--- src/rtl/core/hvtrim_pkg.sv ---
// Shared types and constants of the hover trim calibration sequencer.
// No dependencies; every other file of the block refers to this package.
package hvtrim_pkg;

  // Field widths
  localparam int unsigned DRV_W      = 16;  // heights, angles, drives
  localparam int unsigned CORR_W     = 17;  // corrected angles
  localparam int unsigned TIME_W     = 32;  // millisecond time
  localparam int unsigned NUM_MOTORS = 4;

  // Default sample limit
  localparam int unsigned MAX_SAMPLES_DEF = 4096;

  // Configuration port
  localparam int unsigned APB_ADDR_W = 5;
  localparam int unsigned APB_DATA_W = 32;

  // Request kind carried in tuser
  localparam logic ACT_TICK    = 1'b0;
  localparam logic ACT_RESTART = 1'b1;

  typedef enum logic [1:0] {
    PH_WAIT   = 2'd0,
    PH_STAB   = 2'd1,
    PH_SAMPLE = 2'd2,
    PH_DONE   = 2'd3
  } phase_e;

  // Register map, index = byte address / 4
  typedef enum logic [2:0] {
    REG_TRIGGER_HEIGHT = 3'd0,
    REG_STABLE_WAIT    = 3'd1,
    REG_SAMPLE_WINDOW  = 3'd2,
    REG_BUZZER_MS      = 3'd3,
    REG_DEF_ROLL       = 3'd4,
    REG_DEF_PITCH      = 3'd5,
    REG_DEF_HOVER_F    = 3'd6,
    REG_DEF_HOVER_B    = 3'd7
  } reg_idx_e;

  // Order in which the six averages go through the divider
  typedef enum logic [2:0] {
    QSEL_ROLL  = 3'd0,
    QSEL_PITCH = 3'd1,
    QSEL_LF    = 3'd2,
    QSEL_RF    = 3'd3,
    QSEL_LB    = 3'd4,
    QSEL_RB    = 3'd5
  } qsel_e;

  typedef enum logic [2:0] {
    ST_IDLE,
    ST_EVAL,
    ST_DIV_START,
    ST_DIV_WAIT,
    ST_EMIT
  } ctrl_state_e;

  typedef struct packed {
    logic signed [DRV_W-1:0] trigger_height;
    logic [DRV_W-1:0]        stable_wait_ms;
    logic [DRV_W-1:0]        sample_window_ms;
    logic [DRV_W-1:0]        buzzer_ms;
    logic signed [DRV_W-1:0] def_roll;
    logic signed [DRV_W-1:0] def_pitch;
    logic [2*DRV_W-1:0]      def_hover_front;
    logic [2*DRV_W-1:0]      def_hover_back;
  } cfg_t;

  localparam cfg_t CFG_RST = '{
    trigger_height:   16'sd80,
    stable_wait_ms:   16'd3000,
    sample_window_ms: 16'd1000,
    buzzer_ms:        16'd100,
    def_roll:         16'sd0,
    def_pitch:        16'sd0,
    def_hover_front:  32'd0,
    def_hover_back:   32'd0
  };

  // Input request, last declared field in the lowest bits
  typedef struct packed {
    logic [5:0]              pad;
    logic signed [DRV_W-1:0] motor_rb;
    logic signed [DRV_W-1:0] motor_lb;
    logic signed [DRV_W-1:0] motor_rf;
    logic signed [DRV_W-1:0] motor_lf;
    logic signed [DRV_W-1:0] pitch;
    logic signed [DRV_W-1:0] roll;
    logic signed [DRV_W-1:0] height_cm;
    logic                    armed;
    logic                    in_normal_flight;
    logic [TIME_W-1:0]       now_ms;
  } in_t;

  // Result, last declared field in the lowest bits
  typedef struct packed {
    logic                     pad;
    logic                     wide_integral_limit;
    logic                     clear_integrals;
    logic signed [DRV_W-1:0]  hover_rb;
    logic signed [DRV_W-1:0]  hover_lb;
    logic signed [DRV_W-1:0]  hover_rf;
    logic signed [DRV_W-1:0]  hover_lf;
    logic signed [CORR_W-1:0] corrected_pitch;
    logic signed [CORR_W-1:0] corrected_roll;
    logic signed [DRV_W-1:0]  pitch_trim;
    logic signed [DRV_W-1:0]  roll_trim;
    logic                     buzzer;
    phase_e                   phase;
  } out_t;

  localparam int unsigned IN_TDATA_W  = $bits(in_t);
  localparam int unsigned OUT_TDATA_W = $bits(out_t);

  // Controller to datapath
  typedef struct packed {
    logic  capture;
    logic  eval;
    logic  div_start;
    qsel_e qsel;
    logic  div_store;
    logic  out_load;
  } cmd_t;

  // Datapath to controller
  typedef struct packed {
    logic need_div;
    logic div_done;
  } sts_t;

endpackage

--- src/rtl/core/hvtrim_div.sv ---
// Shared iterative signed divider: one quotient bit per cycle, truncates toward zero.
// Depends on hvtrim_pkg for the quotient width.
module hvtrim_div #(
  parameter int unsigned NW = 29,  // dividend width
  parameter int unsigned DW = 13   // divisor width
) (
  input  logic                            clk_i,
  input  logic                            rst_ni,
  input  logic                            start_i,
  input  logic signed [NW-1:0]            dividend_i,
  input  logic [DW-1:0]                   divisor_i,
  output logic                            done_o,
  output logic signed [hvtrim_pkg::DRV_W-1:0] quotient_o
);

  localparam int unsigned CNT_W = $clog2(NW + 1);

  logic             busy_q;
  logic             done_q;
  logic [CNT_W-1:0] cnt_q;
  logic [NW-1:0]    quo_q;
  logic [DW-1:0]    rem_q;
  logic [DW-1:0]    dvs_q;
  logic             neg_q;

  logic [NW-1:0]    mag;
  logic [DW:0]      trial;
  logic             fits;
  logic [DW:0]      diff;

  // Magnitude of the dividend; the most negative value still fits unsigned
  assign mag = dividend_i[NW-1] ? NW'(-dividend_i) : NW'(dividend_i);

  // One restoring step
  assign trial = {rem_q, quo_q[NW-1]};
  assign fits  = (trial >= {1'b0, dvs_q});
  assign diff  = trial - {1'b0, dvs_q};

  always_ff @(posedge clk_i or negedge rst_ni) begin
    if (!rst_ni) begin
      busy_q <= 1'b0;
      done_q <= 1'b0;
      cnt_q  <= '0;
    end else begin
      done_q <= busy_q && (cnt_q == CNT_W'(1));
      if (start_i) begin
        busy_q <= 1'b1;
        cnt_q  <= CNT_W'(NW);
      end else if (busy_q) begin
        cnt_q <= cnt_q - 1'b1;
        if (cnt_q == CNT_W'(1)) begin
          busy_q <= 1'b0;
        end
      end
    end
  end

  // Operand and partial result registers
  always_ff @(posedge clk_i) begin
    if (start_i) begin
      quo_q <= mag;
      rem_q <= '0;
      dvs_q <= divisor_i;
      neg_q <= dividend_i[NW-1];
    end else if (busy_q) begin
      rem_q <= fits ? diff[DW-1:0] : trial[DW-1:0];
      quo_q <= {quo_q[NW-2:0], fits};
    end
  end

  assign done_o     = done_q;
  assign quotient_o = neg_q ? -quo_q[hvtrim_pkg::DRV_W-1:0] : quo_q[hvtrim_pkg::DRV_W-1:0];

endmodule

--- src/rtl/core/hvtrim_dp.sv ---
// Datapath: captured request, calibration state, accumulators, divider and result register.
// Depends on hvtrim_pkg and hvtrim_div; driven by commands from hvtrim_ctrl.
module hvtrim_dp #(
  parameter int unsigned MAX_SAMPLES = hvtrim_pkg::MAX_SAMPLES_DEF
) (
  input  logic                                  clk_i,
  input  logic                                  rst_ni,
  input  hvtrim_pkg::cfg_t                      cfg_i,
  input  hvtrim_pkg::cmd_t                      cmd_i,
  output hvtrim_pkg::sts_t                      sts_o,
  input  logic [hvtrim_pkg::IN_TDATA_W-1:0]     in_data_i,
  input  logic                                  in_action_i,
  output logic [hvtrim_pkg::OUT_TDATA_W-1:0]    out_data_o
);

  localparam int unsigned CW = $clog2(MAX_SAMPLES + 1);
  localparam int unsigned SW = hvtrim_pkg::DRV_W + CW;
  localparam int unsigned NM = hvtrim_pkg::NUM_MOTORS;
  localparam int unsigned DRV_W = hvtrim_pkg::DRV_W;
  localparam int unsigned TIME_W = hvtrim_pkg::TIME_W;
  localparam int unsigned CORR_W = hvtrim_pkg::CORR_W;

  // Captured request
  hvtrim_pkg::in_t in_q;
  logic            act_q;

  // Calibration state
  hvtrim_pkg::phase_e      phase_q, phase_d;
  logic [TIME_W-1:0]       start_q, start_d;
  logic [CW-1:0]           count_q, count_d;
  logic signed [SW-1:0]    roll_sum_q, roll_sum_d;
  logic signed [SW-1:0]    pitch_sum_q, pitch_sum_d;
  logic signed [SW-1:0]    msum_q [NM];
  logic signed [SW-1:0]    msum_d [NM];
  logic signed [DRV_W-1:0] roll_off_q, roll_off_d;
  logic signed [DRV_W-1:0] pitch_off_q, pitch_off_d;
  logic signed [DRV_W-1:0] hover_q [NM];
  logic signed [DRV_W-1:0] hover_d [NM];
  logic                    buz_q, buz_d;
  logic [TIME_W-1:0]       buz_dl_q, buz_dl_d;
  logic                    wide_q, wide_d;
  logic                    clear_q, clear_d;

  hvtrim_pkg::out_t        out_q;

  logic signed [DRV_W-1:0] motor_in [NM];
  logic [TIME_W-1:0]       elapsed;
  logic                    win_end;
  logic signed [SW-1:0]    dvd;
  logic                    div_done;
  logic signed [DRV_W-1:0] quo;

  assign motor_in[0] = in_q.motor_lf;
  assign motor_in[1] = in_q.motor_rf;
  assign motor_in[2] = in_q.motor_lb;
  assign motor_in[3] = in_q.motor_rb;

  assign elapsed = in_q.now_ms - start_q;

  // Request capture
  always_ff @(posedge clk_i) begin
    if (cmd_i.capture) begin
      in_q  <= hvtrim_pkg::in_t'(in_data_i);
      act_q <= in_action_i;
    end
  end

  // Tick update
  always_comb begin
    phase_d     = phase_q;
    start_d     = start_q;
    count_d     = count_q;
    roll_sum_d  = roll_sum_q;
    pitch_sum_d = pitch_sum_q;
    msum_d      = msum_q;
    roll_off_d  = roll_off_q;
    pitch_off_d = pitch_off_q;
    hover_d     = hover_q;
    buz_d       = buz_q;
    buz_dl_d    = buz_dl_q;
    wide_d      = wide_q;
    clear_d     = 1'b0;
    win_end     = 1'b0;

    if (act_q == hvtrim_pkg::ACT_RESTART) begin
      phase_d     = hvtrim_pkg::PH_WAIT;
      start_d     = '0;
      count_d     = '0;
      roll_sum_d  = '0;
      pitch_sum_d = '0;
      for (int i = 0; i < NM; i++) begin
        msum_d[i] = '0;
      end
      roll_off_d  = cfg_i.def_roll;
      pitch_off_d = cfg_i.def_pitch;
      hover_d[0]  = cfg_i.def_hover_front[DRV_W-1:0];
      hover_d[1]  = cfg_i.def_hover_front[2*DRV_W-1:DRV_W];
      hover_d[2]  = cfg_i.def_hover_back[DRV_W-1:0];
      hover_d[3]  = cfg_i.def_hover_back[2*DRV_W-1:DRV_W];
      buz_d       = 1'b0;
      buz_dl_d    = '0;
      wide_d      = 1'b1;
    end else begin
      // plain unsigned compare: a wrapped deadline ends at once
      if (buz_q && (in_q.now_ms >= buz_dl_q)) begin
        buz_d = 1'b0;
      end
      case (phase_q)
        hvtrim_pkg::PH_WAIT: begin
          if (in_q.in_normal_flight && in_q.armed &&
              (in_q.height_cm >= cfg_i.trigger_height)) begin
            phase_d = hvtrim_pkg::PH_STAB;
            start_d = in_q.now_ms;
          end
        end
        hvtrim_pkg::PH_STAB: begin
          if (elapsed >= TIME_W'(cfg_i.stable_wait_ms)) begin
            phase_d     = hvtrim_pkg::PH_SAMPLE;
            start_d     = in_q.now_ms;
            count_d     = '0;
            roll_sum_d  = '0;
            pitch_sum_d = '0;
            for (int i = 0; i < NM; i++) begin
              msum_d[i] = '0;
            end
            buz_d    = 1'b1;
            buz_dl_d = in_q.now_ms + TIME_W'(cfg_i.buzzer_ms);
          end
        end
        hvtrim_pkg::PH_SAMPLE: begin
          // samples beyond the limit are dropped
          if (count_q < CW'(MAX_SAMPLES)) begin
            roll_sum_d  = roll_sum_q + SW'(in_q.roll);
            pitch_sum_d = pitch_sum_q + SW'(in_q.pitch);
            for (int i = 0; i < NM; i++) begin
              msum_d[i] = msum_q[i] + SW'(motor_in[i]);
            end
            count_d = count_q + 1'b1;
          end
          if ((elapsed >= TIME_W'(cfg_i.sample_window_ms)) && (count_d != '0)) begin
            win_end  = 1'b1;
            clear_d  = 1'b1;
            wide_d   = 1'b0;
            phase_d  = hvtrim_pkg::PH_DONE;
            buz_d    = 1'b1;
            buz_dl_d = in_q.now_ms + TIME_W'(cfg_i.buzzer_ms);
          end
        end
        default: begin
        end
      endcase
    end
  end

  // State registers
  always_ff @(posedge clk_i or negedge rst_ni) begin
    if (!rst_ni) begin
      phase_q     <= hvtrim_pkg::PH_WAIT;
      start_q     <= '0;
      count_q     <= '0;
      roll_sum_q  <= '0;
      pitch_sum_q <= '0;
      for (int i = 0; i < NM; i++) begin
        msum_q[i] <= '0;
      end
      roll_off_q  <= hvtrim_pkg::CFG_RST.def_roll;
      pitch_off_q <= hvtrim_pkg::CFG_RST.def_pitch;
      hover_q[0]  <= hvtrim_pkg::CFG_RST.def_hover_front[DRV_W-1:0];
      hover_q[1]  <= hvtrim_pkg::CFG_RST.def_hover_front[2*DRV_W-1:DRV_W];
      hover_q[2]  <= hvtrim_pkg::CFG_RST.def_hover_back[DRV_W-1:0];
      hover_q[3]  <= hvtrim_pkg::CFG_RST.def_hover_back[2*DRV_W-1:DRV_W];
      buz_q       <= 1'b0;
      buz_dl_q    <= '0;
      wide_q      <= 1'b1;
      clear_q     <= 1'b0;
    end else if (cmd_i.eval) begin
      phase_q     <= phase_d;
      start_q     <= start_d;
      count_q     <= count_d;
      roll_sum_q  <= roll_sum_d;
      pitch_sum_q <= pitch_sum_d;
      msum_q      <= msum_d;
      roll_off_q  <= roll_off_d;
      pitch_off_q <= pitch_off_d;
      hover_q     <= hover_d;
      buz_q       <= buz_d;
      buz_dl_q    <= buz_dl_d;
      wide_q      <= wide_d;
      clear_q     <= clear_d;
    end else if (cmd_i.div_store) begin
      case (cmd_i.qsel)
        hvtrim_pkg::QSEL_ROLL:  roll_off_q  <= quo;
        hvtrim_pkg::QSEL_PITCH: pitch_off_q <= quo;
        hvtrim_pkg::QSEL_LF:    hover_q[0]  <= quo;
        hvtrim_pkg::QSEL_RF:    hover_q[1]  <= quo;
        hvtrim_pkg::QSEL_LB:    hover_q[2]  <= quo;
        hvtrim_pkg::QSEL_RB:    hover_q[3]  <= quo;
        default: begin
        end
      endcase
    end
  end

  // Dividend select
  always_comb begin
    case (cmd_i.qsel)
      hvtrim_pkg::QSEL_ROLL:  dvd = roll_sum_q;
      hvtrim_pkg::QSEL_PITCH: dvd = pitch_sum_q;
      hvtrim_pkg::QSEL_LF:    dvd = msum_q[0];
      hvtrim_pkg::QSEL_RF:    dvd = msum_q[1];
      hvtrim_pkg::QSEL_LB:    dvd = msum_q[2];
      hvtrim_pkg::QSEL_RB:    dvd = msum_q[3];
      default:                dvd = '0;
    endcase
  end

  hvtrim_div #(
    .NW (SW),
    .DW (CW)
  ) u_div (
    .clk_i      (clk_i),
    .rst_ni     (rst_ni),
    .start_i    (cmd_i.div_start),
    .dividend_i (dvd),
    .divisor_i  (count_q),
    .done_o     (div_done),
    .quotient_o (quo)
  );

  assign sts_o.need_div = win_end;
  assign sts_o.div_done = div_done;

  // Result register
  always_ff @(posedge clk_i) begin
    if (cmd_i.out_load) begin
      out_q.pad                 <= 1'b0;
      out_q.phase               <= phase_q;
      out_q.buzzer              <= buz_q;
      out_q.roll_trim           <= roll_off_q;
      out_q.pitch_trim          <= pitch_off_q;
      out_q.corrected_roll      <= CORR_W'(in_q.roll) - CORR_W'(roll_off_q);
      out_q.corrected_pitch     <= CORR_W'(in_q.pitch) - CORR_W'(pitch_off_q);
      out_q.hover_lf            <= hover_q[0];
      out_q.hover_rf            <= hover_q[1];
      out_q.hover_lb            <= hover_q[2];
      out_q.hover_rb            <= hover_q[3];
      out_q.clear_integrals     <= clear_q;
      out_q.wide_integral_limit <= wide_q;
    end
  end

  assign out_data_o = out_q;

endmodule

--- src/rtl/core/hvtrim_ctrl.sv ---
// Controller: sequences capture, tick update, the six averaging divisions and result hand-off.
// Depends on hvtrim_pkg; commands hvtrim_dp.
module hvtrim_ctrl (
  input  logic             clk_i,
  input  logic             rst_ni,
  input  logic             in_valid_i,
  output logic             in_ready_o,
  output logic             out_valid_o,
  input  logic             out_ready_i,
  output hvtrim_pkg::cmd_t cmd_o,
  input  hvtrim_pkg::sts_t sts_i
);

  hvtrim_pkg::ctrl_state_e state_q, state_d;
  hvtrim_pkg::qsel_e       sel_q, sel_d;
  logic                    out_valid_q, out_valid_d;
  logic                    load;

  assign load = (state_q == hvtrim_pkg::ST_EMIT) && (!out_valid_q || out_ready_i);

  // Next state
  always_comb begin
    state_d     = state_q;
    sel_d       = sel_q;
    out_valid_d = out_valid_q;
    if (out_valid_q && out_ready_i) begin
      out_valid_d = 1'b0;
    end
    if (load) begin
      out_valid_d = 1'b1;
    end
    case (state_q)
      hvtrim_pkg::ST_IDLE: begin
        if (in_valid_i) begin
          state_d = hvtrim_pkg::ST_EVAL;
        end
      end
      hvtrim_pkg::ST_EVAL: begin
        if (sts_i.need_div) begin
          state_d = hvtrim_pkg::ST_DIV_START;
          sel_d   = hvtrim_pkg::QSEL_ROLL;
        end else begin
          state_d = hvtrim_pkg::ST_EMIT;
        end
      end
      hvtrim_pkg::ST_DIV_START: begin
        state_d = hvtrim_pkg::ST_DIV_WAIT;
      end
      hvtrim_pkg::ST_DIV_WAIT: begin
        if (sts_i.div_done) begin
          state_d = hvtrim_pkg::ST_DIV_START;
          case (sel_q)
            hvtrim_pkg::QSEL_ROLL:  sel_d = hvtrim_pkg::QSEL_PITCH;
            hvtrim_pkg::QSEL_PITCH: sel_d = hvtrim_pkg::QSEL_LF;
            hvtrim_pkg::QSEL_LF:    sel_d = hvtrim_pkg::QSEL_RF;
            hvtrim_pkg::QSEL_RF:    sel_d = hvtrim_pkg::QSEL_LB;
            hvtrim_pkg::QSEL_LB:    sel_d = hvtrim_pkg::QSEL_RB;
            default:                state_d = hvtrim_pkg::ST_EMIT;
          endcase
        end
      end
      hvtrim_pkg::ST_EMIT: begin
        if (load) begin
          state_d = hvtrim_pkg::ST_IDLE;
        end
      end
      default: begin
        state_d = hvtrim_pkg::ST_IDLE;
      end
    endcase
  end

  // Commands
  always_comb begin
    in_ready_o       = (state_q == hvtrim_pkg::ST_IDLE);
    out_valid_o      = out_valid_q;
    cmd_o.capture    = (state_q == hvtrim_pkg::ST_IDLE) && in_valid_i;
    cmd_o.eval       = (state_q == hvtrim_pkg::ST_EVAL);
    cmd_o.div_start  = (state_q == hvtrim_pkg::ST_DIV_START);
    cmd_o.qsel       = sel_q;
    cmd_o.div_store  = (state_q == hvtrim_pkg::ST_DIV_WAIT) && sts_i.div_done;
    cmd_o.out_load   = load;
  end

  always_ff @(posedge clk_i or negedge rst_ni) begin
    if (!rst_ni) begin
      state_q     <= hvtrim_pkg::ST_IDLE;
      sel_q       <= hvtrim_pkg::QSEL_ROLL;
      out_valid_q <= 1'b0;
    end else begin
      state_q     <= state_d;
      sel_q       <= sel_d;
      out_valid_q <= out_valid_d;
    end
  end

endmodule

--- src/rtl/core/hover_trim_calibration_sequencer_top.sv ---
// Top level of the hover trim calibration sequencer: register file and stream ports.
// Depends on hvtrim_pkg, hvtrim_ctrl and hvtrim_dp.
//
// One request per control tick goes in, one result comes out. A request is taken only
// while the block is idle; an ordinary tick passes through the evaluate state to the emit
// state, where the result register loads once the output side is free, and the next
// request can be taken the cycle after the result register loads. The tick that closes
// the sampling window also runs six averages through one shared bit-serial divider, one
// quotient bit per cycle over DRV_W+clog2(MAX_SAMPLES+1) bits, each average started in
// its own start state and stored when the divider reports done. A result waiting in the
// output register does not keep a new request from being taken. Registers are written
// over the APB-style port at byte address 4*index and take effect as described per
// register: default offsets and drives load only on reset or on a restart request.
module hover_trim_calibration_sequencer_top #(
  parameter int unsigned MAX_SAMPLES = hvtrim_pkg::MAX_SAMPLES_DEF
) (
  input  logic                                 clk_i,
  input  logic                                 rst_ni,
  // configuration
  input  logic                                 psel,
  input  logic                                 penable,
  input  logic                                 pwrite,
  input  logic [hvtrim_pkg::APB_ADDR_W-1:0]    paddr,
  input  logic [hvtrim_pkg::APB_DATA_W-1:0]    pwdata,
  output logic [hvtrim_pkg::APB_DATA_W-1:0]    prdata,
  output logic                                 pready,
  // requests
  input  logic                                 s_axis_tvalid,
  output logic                                 s_axis_tready,
  // now_ms, in_normal_flight, armed, height_cm, roll, pitch,
  // motor_lf, motor_rf, motor_lb, motor_rb, zero pad
  input  logic [hvtrim_pkg::IN_TDATA_W-1:0]    s_axis_tdata,
  // action
  input  logic [0:0]                           s_axis_tuser,
  // results
  output logic                                 m_axis_tvalid,
  input  logic                                 m_axis_tready,
  // phase, buzzer, roll_trim, pitch_trim, corrected_roll, corrected_pitch,
  // hover_lf, hover_rf, hover_lb, hover_rb, clear_integrals, wide_integral_limit, zero pad
  output logic [hvtrim_pkg::OUT_TDATA_W-1:0]   m_axis_tdata
);

  localparam int unsigned DRV_W = hvtrim_pkg::DRV_W;

  hvtrim_pkg::cfg_t     cfg_q;
  hvtrim_pkg::reg_idx_e idx;
  logic                 wr;
  hvtrim_pkg::cmd_t     cmd;
  hvtrim_pkg::sts_t     sts;

  assign pready = 1'b1;
  assign idx    = hvtrim_pkg::reg_idx_e'(paddr[hvtrim_pkg::APB_ADDR_W-1:2]);
  assign wr     = psel && penable && pwrite;

  // Register writes
  always_ff @(posedge clk_i or negedge rst_ni) begin
    if (!rst_ni) begin
      cfg_q <= hvtrim_pkg::CFG_RST;
    end else if (wr) begin
      case (idx)
        hvtrim_pkg::REG_TRIGGER_HEIGHT: cfg_q.trigger_height   <= pwdata[DRV_W-1:0];
        hvtrim_pkg::REG_STABLE_WAIT:    cfg_q.stable_wait_ms   <= pwdata[DRV_W-1:0];
        hvtrim_pkg::REG_SAMPLE_WINDOW:  cfg_q.sample_window_ms <= pwdata[DRV_W-1:0];
        hvtrim_pkg::REG_BUZZER_MS:      cfg_q.buzzer_ms        <= pwdata[DRV_W-1:0];
        hvtrim_pkg::REG_DEF_ROLL:       cfg_q.def_roll         <= pwdata[DRV_W-1:0];
        hvtrim_pkg::REG_DEF_PITCH:      cfg_q.def_pitch        <= pwdata[DRV_W-1:0];
        hvtrim_pkg::REG_DEF_HOVER_F:    cfg_q.def_hover_front  <= pwdata[2*DRV_W-1:0];
        hvtrim_pkg::REG_DEF_HOVER_B:    cfg_q.def_hover_back   <= pwdata[2*DRV_W-1:0];
        default: begin
        end
      endcase
    end
  end

  // Register reads, raw bits zero extended
  always_comb begin
    case (idx)
      hvtrim_pkg::REG_TRIGGER_HEIGHT: prdata = {16'd0, cfg_q.trigger_height};
      hvtrim_pkg::REG_STABLE_WAIT:    prdata = {16'd0, cfg_q.stable_wait_ms};
      hvtrim_pkg::REG_SAMPLE_WINDOW:  prdata = {16'd0, cfg_q.sample_window_ms};
      hvtrim_pkg::REG_BUZZER_MS:      prdata = {16'd0, cfg_q.buzzer_ms};
      hvtrim_pkg::REG_DEF_ROLL:       prdata = {16'd0, cfg_q.def_roll};
      hvtrim_pkg::REG_DEF_PITCH:      prdata = {16'd0, cfg_q.def_pitch};
      hvtrim_pkg::REG_DEF_HOVER_F:    prdata = cfg_q.def_hover_front;
      hvtrim_pkg::REG_DEF_HOVER_B:    prdata = cfg_q.def_hover_back;
      default:                        prdata = '0;
    endcase
  end

  hvtrim_ctrl u_ctrl (
    .clk_i       (clk_i),
    .rst_ni      (rst_ni),
    .in_valid_i  (s_axis_tvalid),
    .in_ready_o  (s_axis_tready),
    .out_valid_o (m_axis_tvalid),
    .out_ready_i (m_axis_tready),
    .cmd_o       (cmd),
    .sts_i       (sts)
  );

  hvtrim_dp #(
    .MAX_SAMPLES (MAX_SAMPLES)
  ) u_dp (
    .clk_i       (clk_i),
    .rst_ni      (rst_ni),
    .cfg_i       (cfg_q),
    .cmd_i       (cmd),
    .sts_o       (sts),
    .in_data_i   (s_axis_tdata),
    .in_action_i (s_axis_tuser[0]),
    .out_data_o  (m_axis_tdata)
  );

endmodule

--- config.mk ---
export PLATFORM = sky130hd
export DESIGN_NAME = hover_trim_calibration_sequencer_top
export DESIGN_NICKNAME = d
export VERILOG_FILES = /design/src/rtl/core/hvtrim_pkg.sv /design/src/rtl/core/hvtrim_div.sv /design/src/rtl/core/hvtrim_dp.sv /design/src/rtl/core/hvtrim_ctrl.sv /design/src/rtl/core/hover_trim_calibration_sequencer_top.sv
export SDC_FILE = /design/constraint.sdc
export NUM_CORES = 2
export LEC_CHECK = 0
export BUFFER_PORTS_ARGS = -buffer_cell sky130_fd_sc_hd__buf_2
export CAP_MARGIN = 20
export CORE_MARGIN = 2
export CORE_UTILIZATION = 40
export DETAILED_ROUTE_END_ITERATION = 6
export GPL_ROUTABILITY_DRIVEN = 1
export HOLD_SLACK_MARGIN = 0.05
export PLACE_DENSITY_LB_ADDON = 0.15
export SYNTH_ARGS = -nofsm -noshare
export SYNTH_HDL_FRONTEND = slang
export SYNTH_HIERARCHICAL = 1
export SYNTH_SLANG_ARGS = --single-unit
--- constraint.sdc ---
create_clock -name clk_i -period 5.42 [get_ports clk_i]
set_input_delay 1.084 -clock clk_i [delete_from_list [all_inputs] [get_ports clk_i]]
set_output_delay 1.084 -clock clk_i [all_outputs]
set_load 0.03 [all_outputs]
### Yosys cells after proc, flatten, opt, wreduce, memory -nomap -nowiden

Index checks and enable logic that the tools add are counted.

| storage, ports and cells | value |
|---|---|
| flip-flop bits (word level) | 864 |
| input bits | 197 |
| output and inout port bits | 171 |
| logic and storage cells | 246 |

| cells by class | value |
|---|---|
| add/subtract/negate cells | 15 |
| order comparisons | 6 |
| eq/ne operators | 29 |
| multiplexer cells | 80 |
| reductions and logical operators | 56 |

Operators with widths:

| kind | number |
|---|---|
| $mux 116 | 3 |
| $pmux 32 s8 | 1 |
| $mux 29 | 8 |
| $pmux 116 s2 | 1 |
| $mux 16 | 13 |
| $mux 32 | 6 |
| $mux 64 | 3 |
| $add 29x16->29 | 6 |
| $pmux 29 s6 | 1 |
| $pmux 32 s2 | 2 |
| $pmux 29 s2 | 2 |
| $mux 13 | 6 |
| $ge 32x16->1 | 2 |
| $sub 16x16->17 | 2 |
| $add 32x16->32 | 1 |
| $ge 32x32->1 | 1 |
| $sub 32x32->32 | 1 |
| $pmux 3 s5 | 2 |
| $neg 29->29 | 1 |
| $reduce_and 3->1 | 9 |
| $pmux 13 s2 | 1 |
| $reduce_bool 2->1 | 12 |
| $eq 3x3->1 const B | 7 |
| $mux 3 | 7 |
| 34 further kinds | 88 |

### Logic depth before layout (Yosys ltp)

| depth | value |
|---|---|
| depth in word-level cells | 11 |
| gate-level depth with buffers | 23 |
| depth with buffers taken out | 20 |

### Hierarchy

The synthesis kept the hierarchy.

Modules (own cells, without submodules):

| module | times used | cells each | area each (µm²) | seq. area each (µm²) |
|---|---|---|---|---|
| hvtrim_dp | 1 | 3786 | 38034.0 | 17277.8 |
| hover_trim_calibration_sequencer_top | 1 | 522 | 7324.5 | 4026.4 |
| hvtrim_div | 1 | 444 | 4164.0 | 1726.7 |
| hvtrim_ctrl | 1 | 49 | 427.9 | 175.2 |

### Worst setup path before layout

OpenSTA, ideal clock, no wires.

| path | value |
|---|---|
| kind | reg-to-reg |
| from | register u_ctrl.state_q[2] |
| to | register u_dp.act_q, enable pin |
| setup time | 523 ps |
| arrival | 4750 ps |
| data required time | 4897 ps |
| setup slack | 147 ps |
| cell stages (with the launch flop) | 4 |
| buffers on the path | 1 |
| clock period less this slack | 5273 ps |
| cells stage by stage | dfrtp_1 -> clkbuf_1 -> nor3_1 -> and2_1 |

RTL lines:

| what | RTL line | text |
|---|---|---|
| start, declared | hvtrim_ctrl.sv:14 | `hvtrim_pkg::ctrl_state_e state_q, state_d;` |
| start signal, assigned | hvtrim_ctrl.sv:87 | `state_q <= hvtrim_pkg::ST_IDLE;` |
| start signal, assigned | hvtrim_ctrl.sv:91 | `state_q <= state_d;` |
| end signal, assigned | hvtrim_dp.sv:64 | `act_q <= in_action_i;` |
| end, declared | hvtrim_dp.sv:25 | `logic act_q;` |

### Worst setup path after layout

| path | value |
|---|---|
| from | register u_dp/in_q[0] (netlist name) |
| to | register u_dp/msum_q[66] (netlist name) |

| between the ends | value |
|---|---|
| longest elaborated chain between the ends | 4 |

Ends and longest elaborated chain:

| what | RTL line | text |
|---|---|---|
| start, declared | hvtrim_dp.sv:24 | `hvtrim_pkg::in_t in_q;` |
| start signal, assigned | hvtrim_dp.sv:63 | `in_q <= hvtrim_pkg::in_t'(in_data_i);` |
| $sub 32x32->32 | hvtrim_dp.sv:58 | `assign elapsed = in_q.now_ms - start_q;` |
| $ge 32x16->1 | hvtrim_dp.sv:117 | `if (elapsed >= TIME_W'(cfg_i.stable_wait_ms)) begin` |
| $ne 3x1->1 (no source line) | -- |  |
| $reduce_and 4->1 (no source line) | -- |  |
| end signal, assigned | hvtrim_dp.sv:182 | `msum_q <= msum_d;` |
| end, declared | hvtrim_dp.sv:33 | `logic signed [SW-1:0] msum_q [NM];` |

Every way passes these cells.
A chain may end at the register's enable or synchronous reset.

==> flow_metrics.tcl <==
set metrics [dict create \
    antenna_found_initial 3 \
    dr_wl_met2_mm 71.3 \
    timing.rr.end "u_dp/msum_q[66]" \
    finalWorstPathRequiredPeriod_ns 5.17 \
    gp_congestion 0.902 \
    power_density_mw_per_mm2 615 \
    hp-class "in2async" \
    drv_cap 0 \
    clk_latency_ns 0.74 \
    critPathLaunchType "register" \
    drt-pass1-iter-count 6 \
    clock_sinks 864 \
    vias 39300 \
    synthFlopType "dfrtp_1" \
    portBuffers 357 \
    top_layer "met5" \
    arrival_ns 5.74 \
    hold_viol_final 0 \
    r2r_cells 22 \
    die_w_um 357 \
    slew_viol_final 0 \
    critPathMaxFanout 30 \
    postSynthAreaPerCell_um2 10.4 \
    cp-end-kind "register" \
    drive_gt1_share_pct 16.6 \
    dieArea_mm2 0.128 \
    track_usage_pct 25.1 \
    seqCellArea_mm2 0.0232 \
    via_per_inst 5.71 \
    period_share_pct 95.4 \
    most-common-layout-cells "507 x dfrtp_1, 450 x a21oi_1, 356 x buf_2" \
    synth_seq_cells 864 \
    post_drt_wl_per_cell_um 23.6 \
    clock_skew_ns 0.0298 \
    reg2reg_slack_ns 0.25 \
    ys_warn_count 6 \
    area_delta_synth_final_pct 15.0 \
    cts_buffers 101 \
    rows 129 \
    cts_tree "built" \
    rsz0062_at_grt "no" \
    core_mm2 0.124 \
    cp_slowest_stage_delay_ns 0.47 \
    relSlewSlack_pct 20.5 \
    cts-root-buf "clkbuf_16" \
    dr.first_iter.drc_count 3528 \
    drc 0 \
    initial_core_util_pct 40.3 \
    finalSetupViolations 0 \
    pin_count 368 \
    die_h_um 357 \
    cpMaxStageDelayCell "or4b_1" \
    final.setup.worst_slack_ns 0.248 \
    status "complete, no violations" \
    met1_length_mm 76.1 \
    grt_pass1_vias 37700 \
    wl_mm 162 \
    finish.utilization_pct 46.4 \
    tightest_slew_ns 1.19 \
    synth_edf_count 325 \
    grt_max_degree 136 \
    ir_drop_mv 0.325 \
    htreeDepth 3 \
    fmax_mhz 193 \
    syn_area_mm2 0.0500 \
    critPathLaunch "u_dp/in_q[0]" \
    ys_types 98 \
    ys_async_sr_fraction_pct 60.9 \
    crit_cells 22 \
    cp_cell_sequence "inv_1 -> ha_1 -> fa_1 -> nand2b_1 -> a21oi_2 -> o21a_1 -> buf_4 -> o21a_1 -> nor2_1 -> xnor2_1 -> ha_1 -> nand3_1 -> a21oi_1 -> a221oi_2 -> o21ai_1 -> or4b_1 -> or3_1 -> or2_1 -> a21oi_4 -> buf_12 -> buf_12 -> o31ai_1" \
    final_common_cell "dfrtp_1" \
    overflow 0 \
    clockBufferDepth 3 \
    clk_pin_slew_ns 0.06 \
    leakage_nw 24.9 \
    grt_pass1_wl_mm 243 \
    place_ws_ns 0.0973 \
    setup_tns_ns 0 \
    critPathKind "reg2reg" \
    wl_met3_mm 9.35 \
    cp_num_buf_inv 4 \
    critPathRequiredTime_ns 5.99 \
    synth_nets 5357 \
    nets 5702 \
    ant_nets 0 \
    cp-endpoint "u_dp/msum_q[66]" \
    synth-seq-area-share_pct 46.5 \
    fill_cells 11600 \
    r2r_start "u_dp/in_q[0]" \
    cts_hold_buffers 0 \
    multi_input_area_mm2 0.0249 \
    synthCells 4801 \
    dp_hpwl_mm 119 \
    cp_top_family "simple AND/OR/NAND/NOR gates" \
]
## power by group
part | total (mW) | internal, mW | switching [mW]
combinational | 17.1 | 6.47 | 10.6
clock | 7.03 | 4.12 | 2.91
sequential | 11.2 | 9.23 | 2.00
## sequential cells by signal, indices dropped and copies added, names as in the netlist, 2 cells and up
register	cells
cfg_q	160
u_ctrl/sel_q	3
u_ctrl/state_q	3
u_dp/buz_dl_q	32
u_dp/count_q	13
u_dp/hover_q	64
u_dp/in_q	146
u_dp/msum_q	116
u_dp/out_data_o	135
u_dp/phase_q	2
u_dp/pitch_off_q	16
u_dp/pitch_sum_q	29
u_dp/roll_off_q	16
u_dp/roll_sum_q	29
u_dp/start_q	32
u_dp/u_div/cnt_q	5
u_dp/u_div/dvs_q	13
u_dp/u_div/quo_q	29
u_dp/u_div/rem_q	13
## timing repair
action	4_1_cts	5_1_grt
buffers inserted	0	2
gates resized for setup	0	5
endpoints found under the setup margin	0	196
## how the worst min path moves through the flow
stage / to / slack, ns / depth (start not counted)
3_5_place_dp: u_dp/out_data_o[80] / 0.43 / 0
6_report: u_dp/msum_q[11] / 0.34 / 1
2_1_floorplan: u_dp/u_div/dvs_q[12] / 0.42 / 0
4_1_cts: u_dp/msum_q[11] / 0.32 / 1
3_3_place_gp: u_dp/out_data_o[91] / 0.43 / 0
5_1_grt: u_dp/msum_q[11] / 0.36 / 1
## stage by stage
step	instance area [µm²]	instances	hold slack (ns)	power (mW)
floorplan	50000	4801	0.423	22.4
global placement	53900	6670	0.431	27.9
detailed placement	53900	6674	0.432	28.1
CTS	57300	6865	0.323	35.3
global route	57400	6871	0.359	37.7
finish	57500	6872	0.344	35.4
## cells in the mapped netlist (26+ instances only)
library cell,number,share of area [%]
dfrtp_1,507,25
a21oi_1,452,4.5
ha_1,348,8.7
edfxtp_1,325,20
nor2_1,314,2.4
inv_1,278,2.1
nand3_1,253,2.5
nand2_1,210,1.6
mux2_2,162,3.7
o21ai_0,155,1.6
o31ai_1,152,2.3
xnor2_1,151,2.6
clkbuf_1,120,0.90
mux2i_1,104,2.1
xor2_1,103,1.8
a21o_1,96,1.4
a22oi_1,88,1.3
nor2b_1,58,0.73
buf_2,53,0.53
nor3_1,52,0.52
nand2b_1,49,0.61
and3_1,45,0.56
o21bai_1,41,0.62
nand4_1,40,0.50
a211oi_1,36,0.54
a22o_1,34,0.60
or3_1,29,0.36
o21a_1,27,0.41
a221oi_1,26,0.46
o211ai_1,26,0.39
## layout make-up
type / instances / area share (%)
inverter: 279 / 1.82
tap: 1637 / 3.57
clock buffer: 146 / 5.06
sequential: 864 / 40.4
timing repair buffer: 453 / 4.97
clock inverter: 45 / 0.875
multi-input combinational: 3447 / 43.3
antenna: 1 / 0.00436
## metal layers
| metal | up-vias | global-route usage [%] |
|---|---|---|
| met5 | - | 0 |
| met4 | 2 | 8.34 |
| met3 | 238 | 3.82 |
| met2 | 1208 | 38.1 |
| met1 | 19200 | 36.4 |
| li1 | 18600 | - |
## cell families after synthesis
group / after synthesis / synth area share, %
buffers and inverters: 490 / 3.96
AO/OA/AOI/OAI: 1389 / 18.4
other: 2 / 0.0150
AND/OR/NAND/NOR: 1166 / 11.5
flip-flops: 864 / 46.5
adder cells (fa/ha/maj): 359 / 9.16
XOR/XNOR: 254 / 4.45
multiplexers: 277 / 6.06
(Power assumes the default switching activity.)
